File: src/rtl/ptdc_pkg.sv
// Shared types, codes and defaults for the priority ticket deque with cursor.
`default_nettype none

package ptdc_pkg;

	// Default number of ring slots.
	localparam int QUEUE_DEPTH_DEF = 16;

	// Command codes.
	localparam logic CMD_REGISTER = 1'b0;
	localparam logic CMD_CALL     = 1'b1;

	typedef enum logic [1:0] {
		ST_OK         = 2'd0,
		ST_EMPTY      = 2'd1,
		ST_ALL_CALLED = 2'd2,
		ST_FULL       = 2'd3
	} status_t;

	typedef struct packed {
		logic        command;
		logic [15:0] ticket_number;
		logic [31:0] patient_tag;
		logic        is_priority;
	} item_t;

	typedef struct packed {
		status_t     status;
		logic        current_valid;
		logic [15:0] current_ticket;
		logic [31:0] current_patient;
		logic        prev_valid;
		logic [15:0] prev_ticket;
		logic [31:0] prev_patient;
		logic        next_valid;
		logic [15:0] next_ticket;
		logic [31:0] next_patient;
	} result_t;

	// One stored ring entry.
	typedef struct packed {
		logic [15:0] ticket;
		logic [31:0] patient;
	} entry_t;

	localparam int ENTRY_W = $bits(entry_t);

	// Status and view flags handed from the ring engine to the result stage.
	typedef struct packed {
		status_t status;
		logic    cur_valid;
		logic    prev_valid;
		logic    next_valid;
	} flags_t;

endpackage

`default_nettype wire

File: src/rtl/ptdc_ram.sv
// Generic single-write, single-read RAM with registered read data.
`default_nettype none

module ptdc_ram #(
	parameter int WIDTH = 48,
	parameter int DEPTH = 16
) (
	input  logic                     clk,
	input  logic                     wr_en,
	input  logic [$clog2(DEPTH)-1:0] wr_addr,
	input  logic [WIDTH-1:0]         wr_data,
	input  logic [$clog2(DEPTH)-1:0] rd_addr,
	output logic [WIDTH-1:0]         rd_data
);

	logic [WIDTH-1:0] mem_q [DEPTH];
	logic [WIDTH-1:0] rd_data_q;

	always_ff @(posedge clk) begin
		if (wr_en) begin
			mem_q[wr_addr] <= wr_data;
		end
		rd_data_q <= mem_q[rd_addr];
	end

	assign rd_data = rd_data_q;

endmodule

`default_nettype wire

File: src/rtl/ptdc_engine.sv
// Ring index state, insert and cursor update, and view slot selection.
`default_nettype none

module ptdc_engine #(
	parameter int QUEUE_DEPTH = ptdc_pkg::QUEUE_DEPTH_DEF
) (
	input  logic                           clk,
	input  logic                           arst_n,
	input  logic                           item_valid,
	input  ptdc_pkg::item_t                item,
	output logic                           wr_en,
	output logic [$clog2(QUEUE_DEPTH)-1:0] wr_addr,
	output ptdc_pkg::entry_t               wr_data,
	output logic [$clog2(QUEUE_DEPTH)-1:0] cur_slot,
	output logic [$clog2(QUEUE_DEPTH)-1:0] prev_slot,
	output logic [$clog2(QUEUE_DEPTH)-1:0] next_slot,
	output ptdc_pkg::flags_t               flags
);

	import ptdc_pkg::*;

	localparam int IDX_W = $clog2(QUEUE_DEPTH);
	localparam int CNT_W = $clog2(QUEUE_DEPTH + 1);
	localparam int POS_W = IDX_W + 1;
	localparam int SUM_W = CNT_W + 1;
	localparam logic [IDX_W-1:0] LAST_SLOT = IDX_W'(QUEUE_DEPTH - 1);
	localparam logic [CNT_W-1:0] FULL_CNT  = CNT_W'(QUEUE_DEPTH);

	logic [IDX_W-1:0] head_q, head_n;
	logic [CNT_W-1:0] count_q, count_n;
	logic [IDX_W-1:0] cursor_q, cursor_n;
	logic             cursor_valid_q, cursor_valid_n;
	logic [POS_W-1:0] pos_q, pos_n;
	logic [SUM_W-1:0] tail_sum;
	logic [IDX_W-1:0] tail_slot;
	status_t          status;

	function automatic logic [IDX_W-1:0] slot_fwd(input logic [IDX_W-1:0] s);
		return (s == LAST_SLOT) ? '0 : s + IDX_W'(1);
	endfunction

	function automatic logic [IDX_W-1:0] slot_back(input logic [IDX_W-1:0] s);
		return (s == '0) ? LAST_SLOT : s - IDX_W'(1);
	endfunction

	// Distance of the cursor from the head around the ring.
	function automatic logic [POS_W-1:0] pos_of(input logic [IDX_W-1:0] c,
			input logic [IDX_W-1:0] h);
		logic [POS_W-1:0] ce;
		logic [POS_W-1:0] he;
		ce = POS_W'(c);
		he = POS_W'(h);
		return (c >= h) ? ce - he : ce + POS_W'(QUEUE_DEPTH) - he;
	endfunction

	assign pos_q     = pos_of(cursor_q, head_q);
	assign tail_sum  = SUM_W'(head_q) + SUM_W'(count_q);
	assign tail_slot = (tail_sum >= SUM_W'(QUEUE_DEPTH)) ?
		tail_sum[IDX_W-1:0] - LAST_SLOT - IDX_W'(1) : tail_sum[IDX_W-1:0];

	always_comb begin
		head_n         = head_q;
		count_n        = count_q;
		cursor_n       = cursor_q;
		cursor_valid_n = cursor_valid_q;
		status         = ST_OK;
		wr_en          = 1'b0;
		wr_addr        = tail_slot;
		if (item_valid) begin
			if (item.command == CMD_REGISTER) begin
				if (count_q == FULL_CNT) begin
					status = ST_FULL;
				end else begin
					wr_en   = 1'b1;
					count_n = count_q + CNT_W'(1);
					if (count_q == '0) begin
						wr_addr = head_q;
					end else if (item.is_priority) begin
						head_n  = slot_back(head_q);
						wr_addr = head_n;
					end else begin
						wr_addr = tail_slot;
					end
				end
			end else begin
				if (count_q == '0) begin
					status = ST_EMPTY;
				end else if (!cursor_valid_q) begin
					cursor_n       = head_q;
					cursor_valid_n = 1'b1;
				end else if (pos_q + POS_W'(1) < POS_W'(count_q)) begin
					cursor_n = slot_fwd(cursor_q);
				end else begin
					status = ST_ALL_CALLED;
				end
			end
		end
	end

	assign wr_data = '{ticket: item.ticket_number, patient: item.patient_tag};

	// Views are taken from the state as it stands after this transaction.
	assign pos_n     = pos_of(cursor_n, head_n);
	assign cur_slot  = cursor_n;
	assign prev_slot = slot_back(cursor_n);
	assign next_slot = cursor_valid_n ? slot_fwd(cursor_n) : head_n;

	always_comb begin
		flags.status    = status;
		flags.cur_valid = cursor_valid_n;
		flags.prev_valid = cursor_valid_n && (pos_n != '0);
		flags.next_valid = cursor_valid_n ? (pos_n + POS_W'(1) < POS_W'(count_n))
			: (count_n != '0);
	end

	always_ff @(posedge clk or negedge arst_n) begin
		if (!arst_n) begin
			head_q         <= '0;
			count_q        <= '0;
			cursor_q       <= '0;
			cursor_valid_q <= 1'b0;
		end else if (item_valid) begin
			head_q         <= head_n;
			count_q        <= count_n;
			cursor_q       <= cursor_n;
			cursor_valid_q <= cursor_valid_n;
		end
	end

endmodule

`default_nettype wire

File: src/rtl/priority_ticket_deque_cursor.sv
// Top level of the priority ticket deque with serving cursor.
//
//   Channel   Ports                 Direction  Handshake
//   command   start, busy, item     in         taken when start is high and busy is low
//   result    strobe, result        out        one cycle per result, cannot be held off
//
// One transaction is taken in every clock cycle. Its result passes the input register, the
// ring update in the engine, and the registered read of the three entry RAM copies (one for
// each of the current, previous and next views), and appears with strobe high for a single
// cycle. Reset clears the head, count and cursor at once; the entry RAMs are not cleared,
// since only slots that hold stored entries are ever reported. The receiver cannot stall,
// so busy stays low throughout.
`default_nettype none

module priority_ticket_deque_cursor #(
	parameter int QUEUE_DEPTH = ptdc_pkg::QUEUE_DEPTH_DEF
) (
	input  logic              clk,
	input  logic              arst_n,
	input  logic              start,
	output logic              busy,
	input  ptdc_pkg::item_t   item,
	output logic              strobe,
	output ptdc_pkg::result_t result
);

	import ptdc_pkg::*;

	localparam int IDX_W = $clog2(QUEUE_DEPTH);

	logic             accept;
	logic             valid_s1;
	item_t            item_s1;

	logic             wr_en;
	logic [IDX_W-1:0] wr_addr;
	entry_t           wr_data;
	logic [IDX_W-1:0] cur_slot, prev_slot, next_slot;
	flags_t           flags;

	logic             valid_s2;
	flags_t           flags_s2;
	entry_t           wr_data_s2;
	logic             hit_cur_s2, hit_prev_s2, hit_next_s2;

	logic [ENTRY_W-1:0] cur_rd, prev_rd, next_rd;
	entry_t           cur_view, prev_view, next_view;

	// The block never holds off a transaction.
	assign busy   = 1'b0;
	assign accept = start && !busy;

	// Input register.
	always_ff @(posedge clk or negedge arst_n) begin
		if (!arst_n) begin
			valid_s1 <= 1'b0;
		end else begin
			valid_s1 <= accept;
		end
	end

	always_ff @(posedge clk) begin
		if (accept) begin
			item_s1 <= item;
		end
	end

	ptdc_engine #(
		.QUEUE_DEPTH(QUEUE_DEPTH)
	) u_engine (
		.clk       (clk),
		.arst_n    (arst_n),
		.item_valid(valid_s1),
		.item      (item_s1),
		.wr_en     (wr_en),
		.wr_addr   (wr_addr),
		.wr_data   (wr_data),
		.cur_slot  (cur_slot),
		.prev_slot (prev_slot),
		.next_slot (next_slot),
		.flags     (flags)
	);

	// Three copies of the ring storage, all written alike, each read for one view.
	ptdc_ram #(
		.WIDTH(ENTRY_W),
		.DEPTH(QUEUE_DEPTH)
	) u_ram_cur (
		.clk    (clk),
		.wr_en  (wr_en),
		.wr_addr(wr_addr),
		.wr_data(wr_data),
		.rd_addr(cur_slot),
		.rd_data(cur_rd)
	);

	ptdc_ram #(
		.WIDTH(ENTRY_W),
		.DEPTH(QUEUE_DEPTH)
	) u_ram_prev (
		.clk    (clk),
		.wr_en  (wr_en),
		.wr_addr(wr_addr),
		.wr_data(wr_data),
		.rd_addr(prev_slot),
		.rd_data(prev_rd)
	);

	ptdc_ram #(
		.WIDTH(ENTRY_W),
		.DEPTH(QUEUE_DEPTH)
	) u_ram_next (
		.clk    (clk),
		.wr_en  (wr_en),
		.wr_addr(wr_addr),
		.wr_data(wr_data),
		.rd_addr(next_slot),
		.rd_data(next_rd)
	);

	// Result stage. The RAM returns the old contents when a slot is read in the
	// cycle it is written, so the freshly written entry is carried alongside and
	// chosen wherever a view points at that slot.
	always_ff @(posedge clk or negedge arst_n) begin
		if (!arst_n) begin
			valid_s2 <= 1'b0;
		end else begin
			valid_s2 <= valid_s1;
		end
	end

	always_ff @(posedge clk) begin
		if (valid_s1) begin
			flags_s2    <= flags;
			wr_data_s2  <= wr_data;
			hit_cur_s2  <= wr_en && (wr_addr == cur_slot);
			hit_prev_s2 <= wr_en && (wr_addr == prev_slot);
			hit_next_s2 <= wr_en && (wr_addr == next_slot);
		end
	end

	// A view that is not valid reports zero in its ticket and patient fields.
	function automatic entry_t pick_view(input logic vld, input logic hit,
			input entry_t fresh, input logic [ENTRY_W-1:0] stored);
		entry_t e;
		e = hit ? fresh : entry_t'(stored);
		return vld ? e : '0;
	endfunction

	assign cur_view  = pick_view(flags_s2.cur_valid, hit_cur_s2, wr_data_s2, cur_rd);
	assign prev_view = pick_view(flags_s2.prev_valid, hit_prev_s2, wr_data_s2, prev_rd);
	assign next_view = pick_view(flags_s2.next_valid, hit_next_s2, wr_data_s2, next_rd);

	assign strobe = valid_s2;

	always_comb begin
		result.status          = flags_s2.status;
		result.current_valid   = flags_s2.cur_valid;
		result.current_ticket  = cur_view.ticket;
		result.current_patient = cur_view.patient;
		result.prev_valid      = flags_s2.prev_valid;
		result.prev_ticket     = prev_view.ticket;
		result.prev_patient    = prev_view.patient;
		result.next_valid      = flags_s2.next_valid;
		result.next_ticket     = next_view.ticket;
		result.next_patient    = next_view.patient;
	end

	// Every result stems from an accepted transaction, carried through the input and result registers.
	a_strobe_has_source: assert property (@(posedge clk) disable iff (!arst_n)
		strobe |-> $past(accept, 2))
		else $error("result strobe without a matching transaction");

	// An empty ring can never have a cursor.
	a_empty_no_cursor: assert property (@(posedge clk) disable iff (!arst_n)
		(strobe && result.status == ST_EMPTY) |-> !result.current_valid)
		else $error("cursor reported on an empty ring");

	// An entry before the cursor implies a cursor.
	a_prev_needs_cursor: assert property (@(posedge clk) disable iff (!arst_n)
		(strobe && result.prev_valid) |-> result.current_valid)
		else $error("previous entry reported without a cursor");

	// Only a register transaction may be rejected as full, and it writes nothing.
	a_full_only_on_register: assert property (@(posedge clk) disable iff (!arst_n)
		(valid_s1 && flags.status == ST_FULL) |->
			(item_s1.command == CMD_REGISTER && !wr_en))
		else $error("full status on a call, or a write on a rejected insert");

endmodule

`default_nettype wire
File: config.mk
export PLATFORM = sky130hd
export DESIGN_NAME = priority_ticket_deque_cursor
export DESIGN_NICKNAME = d
export VERILOG_FILES = /design/src/rtl/ptdc_pkg.sv /design/src/rtl/ptdc_ram.sv /design/src/rtl/ptdc_engine.sv /design/src/rtl/priority_ticket_deque_cursor.sv
export SDC_FILE = /design/constraint.sdc
export NUM_CORES = 2
export LEC_CHECK = 0
export ABC_AREA = 1
export BUFFER_PORTS_ARGS = -buffer_cell sky130_fd_sc_hd__clkbuf_2
export CORE_MARGIN = 2
export CORE_UTILIZATION = 45
export DETAILED_ROUTE_END_ITERATION = 7
export SLEW_MARGIN = 20
export SYNTH_ARGS = -nofsm -noshare
export SYNTH_HDL_FRONTEND = slang
export SYNTH_SLANG_ARGS = --single-unit
File: constraint.sdc
create_clock -name clk -period 6.15 [get_ports clk]
set_input_delay 1.5375 -clock clk [delete_from_list [all_inputs] [get_ports clk]]
set_output_delay 1.5375 -clock clk [all_outputs]
set_load 0.01 [all_outputs]
==> flow_metrics.tcl <==
set metrics [dict create \
    ctsHoldBuffers 0 \
    cts_tree "yes" \
    grt_pass1_vias 47500 \
    io_buffers 202 \
    fin_nets 6794 \
    synth_edf_count 874 \
    timing.final.crit_share 0.936 \
    num_rows 130 \
    async_flop_share 0.0155 \
    rsz0062_at_grt "false" \
    routed_wl_um 203000 \
    synth.avg_cell_area_um2 8.34 \
    ios 204 \
    coreArea_mm2 0.126 \
    drv_slew 0 \
    finalClockSkew_ps 33.5 \
    ys_types 42 \
    hold_violations 0 \
    max_cap_viol_count 0 \
    fill_cells 11600 \
    cts_setup_buffers 0 \
    cts_buffer_depth 3 \
    synthToLayoutAreaGrowth_pct 10.7 \
    grt-ovfl-total 0 \
    finalSetupViolations 0 \
    routabilityCongestion 0.864 \
    cp_max_fo 282 \
    drive_gt1_frac 0.0821 \
    path_clk_slew_ps 60 \
    hp-class "register to register" \
    min_period_ps 5760 \
    drt_iter0_markers 6778 \
    vias_per_cell 6.07 \
    seq_area_frac_synth 0.518 \
    grt.total_usage 0.305 \
    syn_nets 6926 \
    max_freq_ghz 0.174 \
    drc_errors 0 \
    numCtsBuffers 115 \
    drtAntennaViolNets 0 \
    dieHeight_um 360 \
    cp_data_required_time_ps 6800 \
    grt_max_degree 285 \
    slew_headroom 0.168 \
    postSynthCellCount 6842 \
    synth_ff_type "edfxtp_1" \
    clk_latency_ps 760 \
    critPathLaunchType "register" \
    end_kind "register" \
    grt_pass1_wl_um 300000 \
    tightest_slew_ps 1250 \
    design.die.area_mm2 0.130 \
    drt_pre_antenna_iters 7 \
    start_util 0.454 \
    status "finished clean" \
    antenna_found_initial 4 \
    syn_area_mm2 0.0570 \
    vias 51400 \
    fin_setup_tns_ps 0 \
    root_buffer "clkbuf_16" \
    critPathKind "register to register" \
    arrival_ps 6410 \
    dp_hpwl_um 109000 \
    die_x_um 360 \
    cts_htree_levels 3 \
    synth-seq-cells 1034 \
    cts-resized-gates 0 \
    clock_sinks 1034 \
    ys_warn_count 0 \
    wl_per_cell_um 24.0 \
]
flip-flops by register name (all words and copies together) (netlist names), 4 cells and up:
name and flops:
u_engine.head_q 4, u_ram_next.rd_data 48, result 5, u_ram_prev.mem_q 192, wr_data_s2 48, u_engine.cursor_q 4
u_ram_next.mem_q 576, u_ram_cur.rd_data 48, u_engine.count_q 5, u_ram_prev.rd_data 48, item_s1 50
cells in the final DEF (no fill, tap or decap), types with 17 or more instances in the layout:
| master | synthesis | layout |
|---|---|---|
| nand3_1 | 1657 | 1657 |
| nand2_1 | 1003 | 1001 |
| edfxtp_1 | 874 | 874 |
| inv_1 | 823 | 820 |
| o21ai_0 | 538 | 538 |
| a21oi_1 | 400 | 400 |
| o211ai_1 | 387 | 387 |
| nor2_1 | 319 | 303 |
| clkbuf_2 | 1 | 201 |
| dfxtp_1 | 144 | 144 |
| clkbuf_16 | 0 | 116 |
| buf_4 | 16 | 65 |
| buf_12 | 0 | 45 |
| clkinv_2 | 0 | 35 |
| ha_1 | 28 | 28 |
| clkbuf_1 | 226 | 25 |
| clkbuf_8 | 0 | 18 |
| xor2_1 | 17 | 17 |
| nor2_4 | 1 | 17 |
area by class of cell:
| cell class | count | area, µm² | area share |
|---|---|---|---|
| Antenna cell | 2 | 5.00 | 0.0000793 |
| Clock buffer | 159 | 3240 | 0.0514 |
| Timing Repair Buffer | 312 | 2420 | 0.0384 |
| Multi-Input combinational cell | 4410 | 22100 | 0.349 |
| Clock inverter | 60 | 631 | 0.00999 |
| Tap cell | 1650 | 2060 | 0.0327 |
| Inverter | 837 | 3180 | 0.0504 |
| Sequential cell | 1034 | 29500 | 0.468 |
worst max-delay path, cell delays in order (launching register included):
cell and delay [ps]:
dfrtp_1 420, inv_1 160, ha_1 170, inv_1 60
fa_1 400, a21oi_1 150, o21ai_0 110, xnor2_1 210
xor2_1 180, ha_1 270, a21oi_1 290, nand4_1 180
nand2_1 90, nand3_1 230, nand2_8 170, buf_12 640
buf_12 690, a21oi_1 140, o21ai_0 120, nand3_1 150
nand3_1 130, nand2_1 60
synth_stat cells, types with 17 or more instances:
master	instances	share of area
clkbuf_1	226	0.015
nand2_1	1003	0.066
dfxtp_1	144	0.051
buf_1	48	0.0032
ha_1	28	0.0061
a21oi_1	400	0.035
buf_2	267	0.023
edfxtp_1	874	0.46
nor2_1	319	0.021
o211ai_1	387	0.051
xor2_1	17	0.0026
nand3_1	1657	0.15
inv_1	823	0.054
o21ai_0	538	0.047
logic make-up (layout without fill, tap and decap cells):
kind of cell,after synthesis,in the layout,synth area share
xor gates and xnor gates,24,24,0.00401
adders and majority gates,31,31,0.00719
buffers and inverters,1398,1368,0.0993
other,1,3,0.0000657
AOI/OAI and AO/OA,1339,1339,0.135
DFF,1034,1034,0.518
and+or+nand+nor,3015,3015,0.237
layer usage:
layer  track usage  vias up  share of wire
met3        0.0550      570           0.11
li1              -    23500              -
met5             0        -              0
met4         0.130        0          0.045
met2         0.489     2975           0.45
met1         0.405    24300           0.40
final timing paths:
kind	cells past startpoint	startpoint	endpoint	slack, ps
max in group asynchronous	1	arst_n	valid_s1$_DFF_PN0_	5060
min in group asynchronous	1	arst_n	u_engine.count_q[3]$_DFFE_PN0P_	730
worst min-delay path	4	u_ram_next.mem_q[5][6]$_DFFE_PP_	u_ram_cur.rd_data[6]$_DFF_P_	630
worst min register to register	4	u_ram_next.mem_q[5][6]$_DFFE_PP_	u_ram_cur.rd_data[6]$_DFF_P_	630
worst max-delay path	21	u_engine.cursor_q[0]$_DFFE_PN0P_	u_ram_cur.rd_data[22]$_DFF_P_	390
worst max register to register	21	u_engine.cursor_q[0]$_DFFE_PN0P_	u_ram_cur.rd_data[22]$_DFF_P_	390
per-stage QoR:
step           utilization  instances  area [µm²]  hold slack [ps]  setup slack (ps)
2_1_floorplan            -       6842       57000              554               811
3_3_place_gp         0.471       8242       59200              613               606
3_5_place_dp         0.471       8243       59300              622               674
4_1_cts              0.502       8462       63100              627               628
5_1_grt              0.502       8462       63100              683              13.4
6_report             0.502       8464       63200              626               391
Power is left out: the tool's default activity adds up to more than one toggle a clock period on the data nets, which glitch-free logic cannot reach.
